### src/hw/rtl/slu_pkg.sv
package slu_pkg;

	// key width of every stored and emitted key
	localparam int KEY_W = 31;

	// request operation codes
	typedef enum logic [1:0] {
		OP_APPEND_A  = 2'd0,
		OP_APPEND_B  = 2'd1,
		OP_INTERSECT = 2'd2,
		OP_CLEAR     = 2'd3
	} opcode_t;

	// sequencer states
	typedef enum logic [2:0] {
		ST_IDLE,
		ST_LOAD,
		ST_CMP,
		ST_ELOAD,
		ST_ESEND,
		ST_EEMPTY
	} state_t;

endpackage

### src/hw/rtl/slu_req_if.sv
interface slu_req_if;
	import slu_pkg::*;

	logic             valid;
	logic             ready;
	opcode_t          opcode;
	logic [KEY_W-1:0] key_value;

	modport source (output valid, output opcode, output key_value, input ready);
	modport sink (input valid, input opcode, input key_value, output ready);
endinterface

### src/hw/rtl/slu_res_if.sv
interface slu_res_if;
	import slu_pkg::*;

	logic             valid;
	logic             ready;
	logic [KEY_W-1:0] common_key;
	logic             is_last;
	logic             is_empty;
	logic             overflowed;

	modport source (
		output valid, output common_key, output is_last, output is_empty, output overflowed,
		input ready
	);
	modport sink (
		input valid, input common_key, input is_last, input is_empty, input overflowed,
		output ready
	);
endinterface

### src/hw/rtl/sorted_list_intersection_unit.sv
// Sorted list intersection unit.
// Request channel (req): opcode and key_value. Append to list A, append to
// list B, clear both lists, or intersect. Result channel (res): common_key,
// is_last, is_empty, overflowed; one result per common key of a run, or a
// single empty result when nothing matches.
// Appends and clears give no result; an append to a full list is dropped
// and flagged on the next run.
// An intersect walks both lists with one shared compare unit: each step is a
// memory read state (ST_LOAD) followed by a compare state (ST_CMP). The hits
// are written back into list A in place; emission then reads each one back
// in ST_ELOAD and sends it from ST_ESEND. After the run A holds the
// intersection and B is empty.
// req.ready is high only while the sequencer is idle. The last result may
// still sit in the output register while new requests are accepted.
// A stalled receiver holds the sequencer at the emit step; nothing is lost.
// Reset clears both counts, the overflow flag and the output valid flag; list
// memories need no clearing since only written entries are ever read.
module sorted_list_intersection_unit #(
	parameter int MAX_LEN = 64
) (
	input  logic              clk,
	input  logic              arst_n,
	slu_req_if.sink           req,
	slu_res_if.source         res
);
	import slu_pkg::*;

	localparam int CW = $clog2(MAX_LEN + 1);
	localparam int AW = (MAX_LEN > 1) ? $clog2(MAX_LEN) : 1;

	// list memories
	logic [KEY_W-1:0] mem_a [MAX_LEN];
	logic [KEY_W-1:0] mem_b [MAX_LEN];
	logic [KEY_W-1:0] a_rd_q;
	logic [KEY_W-1:0] b_rd_q;

	state_t           state_q;
	state_t           state_d;
	logic [CW-1:0]    cnt_a_q;
	logic [CW-1:0]    cnt_b_q;
	logic [CW-1:0]    i_q;
	logic [CW-1:0]    j_q;
	logic [CW-1:0]    n_q;
	logic [CW-1:0]    k_q;
	logic             ovf_seen_q;
	logic             run_ovf_q;

	logic             out_valid_q;
	logic [KEY_W-1:0] out_key_q;
	logic             out_last_q;
	logic             out_empty_q;
	logic             out_ovf_q;

	logic             req_acc;
	logic             slot_free;
	logic             keys_eq;
	logic             b_less;
	logic             merge_done;
	logic             k_last;
	logic             a_full;
	logic             b_full;
	logic             out_load;
	logic [KEY_W-1:0] out_key_d;
	logic             out_last_d;
	logic             out_empty_d;

	logic             a_we;
	logic [AW-1:0]    a_waddr;
	logic [KEY_W-1:0] a_wdata;
	logic [AW-1:0]    a_raddr;
	logic             b_we;

	// handshake and compare unit
	assign req.ready  = (state_q == ST_IDLE);
	assign req_acc    = req.valid && req.ready;
	assign slot_free  = !out_valid_q || res.ready;
	assign keys_eq    = (a_rd_q == b_rd_q);
	assign b_less     = (b_rd_q < a_rd_q);
	assign merge_done = (i_q >= cnt_a_q) || (j_q >= cnt_b_q);
	assign k_last     = ((k_q + CW'(1)) == cnt_a_q);
	assign a_full     = (cnt_a_q >= CW'(MAX_LEN));
	assign b_full     = (cnt_b_q >= CW'(MAX_LEN));

	// memory port control, emit states keep reading the pending hit
	assign a_we    = (req_acc && req.opcode == OP_APPEND_A && !a_full)
		|| (state_q == ST_CMP && keys_eq);
	assign a_waddr = (state_q == ST_IDLE) ? cnt_a_q[AW-1:0] : n_q[AW-1:0];
	assign a_wdata = (state_q == ST_IDLE) ? req.key_value : a_rd_q;
	assign a_raddr = (state_q == ST_ELOAD || state_q == ST_ESEND) ? k_q[AW-1:0]
		: i_q[AW-1:0];
	assign b_we    = req_acc && req.opcode == OP_APPEND_B && !b_full;

	always_ff @(posedge clk) begin
		if (a_we) begin
			mem_a[a_waddr] <= a_wdata;
		end
		a_rd_q <= mem_a[a_raddr];
	end

	always_ff @(posedge clk) begin
		if (b_we) begin
			mem_b[cnt_b_q[AW-1:0]] <= req.key_value;
		end
		b_rd_q <= mem_b[j_q[AW-1:0]];
	end

	// state register
	always_ff @(posedge clk or negedge arst_n) begin
		if (!arst_n) begin
			state_q <= ST_IDLE;
		end else begin
			state_q <= state_d;
		end
	end

	// next state and result loading
	always_comb begin
		state_d     = state_q;
		out_load    = 1'b0;
		out_key_d   = a_rd_q;
		out_last_d  = k_last;
		out_empty_d = 1'b0;
		unique case (state_q)
			ST_IDLE: begin
				if (req_acc && req.opcode == OP_INTERSECT) begin
					state_d = ST_LOAD;
				end
			end
			ST_LOAD: begin
				if (merge_done) begin
					state_d = (n_q == '0) ? ST_EEMPTY : ST_ELOAD;
				end else begin
					state_d = ST_CMP;
				end
			end
			ST_CMP: begin
				state_d = ST_LOAD;
			end
			ST_ELOAD: begin
				state_d = ST_ESEND;
			end
			ST_ESEND: begin
				if (slot_free) begin
					out_load = 1'b1;
					state_d  = k_last ? ST_IDLE : ST_ELOAD;
				end
			end
			ST_EEMPTY: begin
				out_key_d   = '0;
				out_last_d  = 1'b1;
				out_empty_d = 1'b1;
				if (slot_free) begin
					out_load = 1'b1;
					state_d  = ST_IDLE;
				end
			end
			default: begin
				state_d = ST_IDLE;
			end
		endcase
	end

	// list counts, merge pointers and overflow flag
	always_ff @(posedge clk or negedge arst_n) begin
		if (!arst_n) begin
			cnt_a_q    <= '0;
			cnt_b_q    <= '0;
			i_q        <= '0;
			j_q        <= '0;
			n_q        <= '0;
			k_q        <= '0;
			ovf_seen_q <= 1'b0;
			run_ovf_q  <= 1'b0;
		end else begin
			case (state_q)
				ST_IDLE: begin
					if (req_acc) begin
						unique case (req.opcode)
							OP_APPEND_A: begin
								if (a_full) begin
									ovf_seen_q <= 1'b1;
								end else begin
									cnt_a_q <= cnt_a_q + CW'(1);
								end
							end
							OP_APPEND_B: begin
								if (b_full) begin
									ovf_seen_q <= 1'b1;
								end else begin
									cnt_b_q <= cnt_b_q + CW'(1);
								end
							end
							OP_INTERSECT: begin
								i_q        <= '0;
								j_q        <= '0;
								n_q        <= '0;
								run_ovf_q  <= ovf_seen_q;
								ovf_seen_q <= 1'b0;
							end
							OP_CLEAR: begin
								cnt_a_q <= '0;
								cnt_b_q <= '0;
							end
							default: begin
								cnt_a_q <= cnt_a_q;
							end
						endcase
					end
				end
				ST_LOAD: begin
					if (merge_done) begin
						cnt_a_q <= n_q;
						cnt_b_q <= '0;
						k_q     <= '0;
					end
				end
				ST_CMP: begin
					// b below a advances b only; a match advances both and keeps the hit
					if (b_less) begin
						j_q <= j_q + CW'(1);
					end else if (keys_eq) begin
						j_q <= j_q + CW'(1);
						i_q <= i_q + CW'(1);
						n_q <= n_q + CW'(1);
					end else begin
						i_q <= i_q + CW'(1);
					end
				end
				ST_ESEND: begin
					if (slot_free) begin
						k_q <= k_q + CW'(1);
					end
				end
				default: begin
					k_q <= k_q;
				end
			endcase
		end
	end

	// output register
	always_ff @(posedge clk or negedge arst_n) begin
		if (!arst_n) begin
			out_valid_q <= 1'b0;
		end else if (out_load) begin
			out_valid_q <= 1'b1;
		end else if (res.ready) begin
			out_valid_q <= 1'b0;
		end
	end

	always_ff @(posedge clk) begin
		if (out_load) begin
			out_key_q   <= out_key_d;
			out_last_q  <= out_last_d;
			out_empty_q <= out_empty_d;
			out_ovf_q   <= run_ovf_q;
		end
	end

	assign res.valid      = out_valid_q;
	assign res.common_key = out_key_q;
	assign res.is_last    = out_last_q;
	assign res.is_empty   = out_empty_q;
	assign res.overflowed = out_ovf_q;

endmodule

### src/flat_wrapper.sv
// flat-port wrapper written by rule: the top's interface ports become plain ports
module sorted_list_intersection_unit_flat import slu_pkg::*;
#(
	parameter int MAX_LEN = 64
)
  (clk, arst_n, req_valid, req_opcode, req_key_value, req_ready, res_valid, res_common_key, res_is_last, res_is_empty, res_overflowed, res_ready);
  slu_req_if req_i ();
  slu_res_if res_i ();
  input  logic clk;
  input  logic arst_n;
  input wire logic [$bits(req_i.valid)-1:0] req_valid;
  input wire logic [$bits(req_i.opcode)-1:0] req_opcode;
  input wire logic [$bits(req_i.key_value)-1:0] req_key_value;
  output wire logic [$bits(req_i.ready)-1:0] req_ready;
  output wire logic [$bits(res_i.valid)-1:0] res_valid;
  output wire logic [$bits(res_i.common_key)-1:0] res_common_key;
  output wire logic [$bits(res_i.is_last)-1:0] res_is_last;
  output wire logic [$bits(res_i.is_empty)-1:0] res_is_empty;
  output wire logic [$bits(res_i.overflowed)-1:0] res_overflowed;
  input wire logic [$bits(res_i.ready)-1:0] res_ready;
  assign req_i.valid = req_valid;
  assign req_i.opcode = req_opcode;
  assign req_i.key_value = req_key_value;
  assign req_ready = req_i.ready;
  assign res_valid = res_i.valid;
  assign res_common_key = res_i.common_key;
  assign res_is_last = res_i.is_last;
  assign res_is_empty = res_i.is_empty;
  assign res_overflowed = res_i.overflowed;
  assign res_i.ready = res_ready;
  sorted_list_intersection_unit #(.MAX_LEN(MAX_LEN)) u_core (.clk(clk), .arst_n(arst_n), .req(req_i), .res(res_i));
endmodule
### config.mk
export PLATFORM = sky130hd
export DESIGN_NAME = sorted_list_intersection_unit_flat
export DESIGN_NICKNAME = d
export VERILOG_FILES = /design/src/hw/rtl/slu_pkg.sv /design/src/hw/rtl/slu_req_if.sv /design/src/hw/rtl/slu_res_if.sv /design/src/hw/rtl/sorted_list_intersection_unit.sv /design/src/flat_wrapper.sv
export SDC_FILE = /design/constraint.sdc
export NUM_CORES = 2
export LEC_CHECK = 0
export ABC_AREA = 0
export BUFFER_PORTS_ARGS = -buffer_cell sky130_fd_sc_hd__buf_4
export CORE_ASPECT_RATIO = 1.2
export CORE_MARGIN = 3
export CORE_UTILIZATION = 63
export CTS_CLUSTER_DIAMETER = 120
export DETAILED_ROUTE_END_ITERATION = 10
export PLACE_DENSITY = 0.79
export REMOVE_ABC_BUFFERS = 1
export SKIP_LAST_GASP = 1
export SLEW_MARGIN = 20
export SYNTH_ARGS = -nofsm -noshare
export SYNTH_HDL_FRONTEND = slang
export SYNTH_SLANG_ARGS = --single-unit
### constraint.sdc
create_clock -name clk -period 6.97 [get_ports clk]
set_input_delay 1.394 -clock clk [delete_from_list [all_inputs] [get_ports clk]]
set_output_delay 1.394 -clock clk [all_outputs]
set_load 0.01 [all_outputs]
==> out/metrics.yaml <==
status:
  outcome: "complete, no violations"
timing:
  upper_clock_frequency_limit_mhz: 183
  setup_viol: 0
  drv_slew: 0
  setup-tns-final_ps: 0
  finalWorstPathRequiredPeriod_ps: 5450
  hold_violations: 0
  rsz0062_at_grt: "false"
  max-slew-margin-rel_pct: 13.9
  final.setup_skew_ps: 53.6
  tightestPinTransition_ps: 1290
  post-route-period-util_pct: 78.2
setup_path:
  critPathMaxFanout: 86
  startpoint_type: "flip-flop"
  reg2reg_from: "u_core.state_q[2]$_DFFE_PN0P_"
  ff2ff_path_depth: 9
  crit_path_end_kind: "flip-flop"
  cp_required_ps: 7700
  setup.reg_to_reg.worst_slack_ps: 1520
  crit_path_max_incr_delay_ps: 760
  worst_r2r_endpoint: "u_core.a_rd_q[29]$_DFF_P_"
  worst-setup-path-type: "reg2reg"
  cpMaxStageDelayCell: "sky130_fd_sc_hd__o21ai_0"
  cell_by_cell_listing_of_the_critical_path: "or3b_1 > nand3_1 > nand2_8 > nor2_4 > buf_12 > a221oi_1 > o21ai_0 > o221ai_1 > or4_1"
  timing.critical_path.arrival_ps: 6180
synth:
  synth_commonest_cells: "4002 x sky130_fd_sc_hd__edfxtp_1, 899 x sky130_fd_sc_hd__mux4_2, 622 x sky130_fd_sc_hd__nand2_1"
  synth_area_leader_cell: "sky130_fd_sc_hd__edfxtp_1"
  synthesis.area_per_instance_um2: 20.3
  sequential_area_share_after_synthesis_pct: 77.0
  synth_compound_area_share_pct: 3.40
  yosysWarningCount: 0
  synth.area.mux_share_pct: 13.9
  synth-main-ff-cell: "sky130_fd_sc_hd__edfxtp_1"
  main_combinational_cell_family_by_area_after_synthesis: "multiplexers"
  share_of_the_synthesized_netlist_area_taken_by_xor_and_xnor_gates_pct: 0.0715
  synth_edf_count: 4002
  post-synth-top-area-fraction_pct: 75.5
  post_synth_instance_area_um2: 159000
  largest_cells_by_area_after_synthesis: "sky130_fd_sc_hd__edfxtp_1 75%, sky130_fd_sc_hd__mux4_2 13%, sky130_fd_sc_hd__nand2_1 1.5%"
  synth-adder-area-share_pct: 0.456
  synth_simple_gate_area_share_pct: 3.72
  syn-instance-count: 7829
  ys_ff_latch: 4112
  asyncSetResetFlopFracSynth_pct: 1.17
  yosys.cell_count.top_type: "sky130_fd_sc_hd__edfxtp_1"
  synth_cell_types: 82
place:
  hpwlAfterDp_mm: 279
  place.gp.congestion: 1.01
  port_buffers: 72
worst_hold_path:
  timing.hold.worst.class: "reg2reg"
  worstHoldStart: "u_core.ovf_seen_q$_DFFE_PN0P_"
  min_path_cells: 2
  timing.hold.worst_endpoint: "u_core.run_ovf_q$_DFFE_PN0P_"
clock_tree:
  cts_made_buffers: 384
  worst_setup_hold_path_clk_slew_ps: 60
  htree_levels: 5
  clk_path_buf_depth: 4
  clk_latency_ps: 910
  cts_sinks: 4112
  post_cts_hold_buffer_count: 0
  tritoncts_clock_tree: "yes"
  cts-root-buf: "sky130_fd_sc_hd__clkbuf_16"
  cts_setup_buffers: 0
  post_cts_resized: 0
die:
  die_h_um: 557
  initial_core_util_pct: 63.5
  placement_rows: 201
  top_level_ports: 73
  die_width_um: 465
  placeableCoreArea_um2: 251000
  die_area_um2: 259000
route:
  route.met2.wl_mm: 240
  dr.first_iter.drc_count: 16100
  route.top_layer_used: "met5"
  metal_1_wl_mm: 148
  number_of_vias_after_detailed_routing: 88600
  met3_routed_length_mm: 60.7
  detail_route.drc_violations: 0
  routed_wl_mm: 500
  route.detailed.vias_per_inst: 7.54
  routedWlPerCell_um: 42.5
  detail_route.first_pass.iterations: 7
  final_antenna_net_count: 0
cells_and_area:
  final.fill_count: 13600
  layout.core_utilization_pct: 71.3
  layout.nets: 8166
  syn_to_final_growth_pct: 12.3
  share_of_cells_above_drive_strength_1_pct: 23.1
pwr:
  powerDensity_nw_per_um2: 433
  worst_ir_drop_vdd_mv: 0.649
  fin_total_pwr_mw: 77.5
  power.leakage_nw: 56.5
global_route:
  first_global_vias: 85300
  wire_length_of_the_first_global_routing_pass_mm: 680
  global_route.usage.total_pct: 38.0
  globalRouteOverflowTotal: 0
  grt_start_max_net_pins: 145
  number_of_antenna_violations_at_the_first_check_in_global_routing: 63
run:
  max_cap_viol_count: 0
==> layout make-up <==
type	count	area [um^2]	area share (%)
clock inverter	178	1680	0.939
antenna	30	75.1	0.0420
sequential	4112	123000	68.6
tap	3349	4190	2.34
multi-input combinational	3204	35900	20.1
inverter	64	243	0.136
clock buffer	511	10400	5.83
timing repair buffer	305	3680	2.06
==> how the worst max path moves through the flow <==
stage / from / end / slack, ps / cells after the start
6_report: u_core.state_q[2]$_DFFE_PN0P_ / u_core.a_rd_q[29]$_DFF_P_ / 1520 / 9
5_1_grt: u_core.state_q[2]$_DFFE_PN0P_ / u_core.mem_b[38][16]$_DFFE_PP_ / 1500 / 6
4_1_cts: u_core.state_q[1]$_DFFE_PN0P_ / u_core.mem_b[22][12]$_DFFE_PP_ / 1640 / 6
3_5_place_dp: u_core.state_q[1]$_DFFE_PN0P_ / u_core.mem_b[22][1]$_DFFE_PP_ / 1850 / 6
3_3_place_gp: u_core.state_q[2]$_DFFE_PN0P_ / u_core.a_rd_q[26]$_DFF_P_ / 1570 / 9
2_1_floorplan: u_core.j_q[0]$_DFFE_PN0P_ / u_core.cnt_a_q[2]$_DFFE_PN0P_ / -14020 / 10
==> layout by cell type, fill, tap and decap left out, types with 35 or more instances in the layout <==
cell,count
sky130_fd_sc_hd__a211oi_1,91
sky130_fd_sc_hd__a21oi_1,113
sky130_fd_sc_hd__a31oi_1,59
sky130_fd_sc_hd__a32o_1,35
sky130_fd_sc_hd__a32oi_1,86
sky130_fd_sc_hd__and3_1,123
sky130_fd_sc_hd__buf_12,69
sky130_fd_sc_hd__buf_4,208
sky130_fd_sc_hd__clkbuf_1,103
sky130_fd_sc_hd__clkbuf_16,392
sky130_fd_sc_hd__clkinv_1,63
sky130_fd_sc_hd__clkinv_2,55
sky130_fd_sc_hd__dfrtp_1,42
sky130_fd_sc_hd__dfxtp_1,62
sky130_fd_sc_hd__edfxtp_1,4002
sky130_fd_sc_hd__ha_1,58
sky130_fd_sc_hd__inv_1,61
sky130_fd_sc_hd__mux2i_1,189
sky130_fd_sc_hd__mux4_2,899
sky130_fd_sc_hd__nand2_1,621
sky130_fd_sc_hd__nand3_1,107
sky130_fd_sc_hd__nor2_1,85
sky130_fd_sc_hd__nor2_4,128
sky130_fd_sc_hd__nor3_1,36
sky130_fd_sc_hd__o21ai_0,46
sky130_fd_sc_hd__o22ai_1,90
sky130_fd_sc_hd__or3_1,46
==> cells by family (layout without fill, tap and decap cells) <==
family / count (synthesis) / after routing
DFF: 4112 / 4112
and+or+nand+nor: 1292 / 1292
muxes: 1093 / 1093
AOI/OAI and AO/OA: 748 / 748
buffers and inverters: 513 / 1058
adders and majority gates: 58 / 58
xor gates and xnor gates: 13 / 13
other: 0 / 30
==> through the flow <==
stage / hold WS, ps / setup slack [ps] / std cells / area (um^2)
2_1_floorplan: 425 / -14020 / 7380 / 157000
3_3_place_gp: 467 / 1570 / 11000 / 165000
3_5_place_dp: 461 / 1850 / 11000 / 165000
4_1_cts: 482 / 1640 / 11700 / 178000
5_1_grt: 508 / 1500 / 11700 / 179000
6_report: 480 / 1520 / 11800 / 179000
==> layer usage <==
metal	vias to the layer above	track usage, %
met1	45000	45.9
met3	1857	8.95
met5	-	0
li1	33000	-
met2	8725	59.8
met4	38	29.3
==> state kept, by name, summed over array words and instances, names as in the netlist, 3 cells and up <==
name / cells
u_core.n_q: 7
u_core.i_q: 7
u_core.cnt_a_q: 7
u_core.a_rd_q: 31
u_core.b_rd_q: 31
u_core.j_q: 7
u_core.res.common_key: 31
u_core.state_q: 3
u_core.k_q: 7
u_core.mem_b: 1984
u_core.mem_a: 1984
u_core.cnt_b_q: 7
==> where the power goes <==
group	switching (mW)	internal, mW
registers	0.525	30.2
clock network	9.38	11.5
logic	17.9	7.94
==> worst max-delay path, delay by kind of cell, from the launching register on <==
| kind | cells | cell delay, ps |
|---|---|---|
| AND/OR/NAND/NOR | 5 | 2450 |
| buffers and inverters | 1 | 400 |
| flip-flops | 1 | 640 |
| AO/OA/AOI/OAI | 3 | 1590 |
Power figures use the tool's default switching activity.
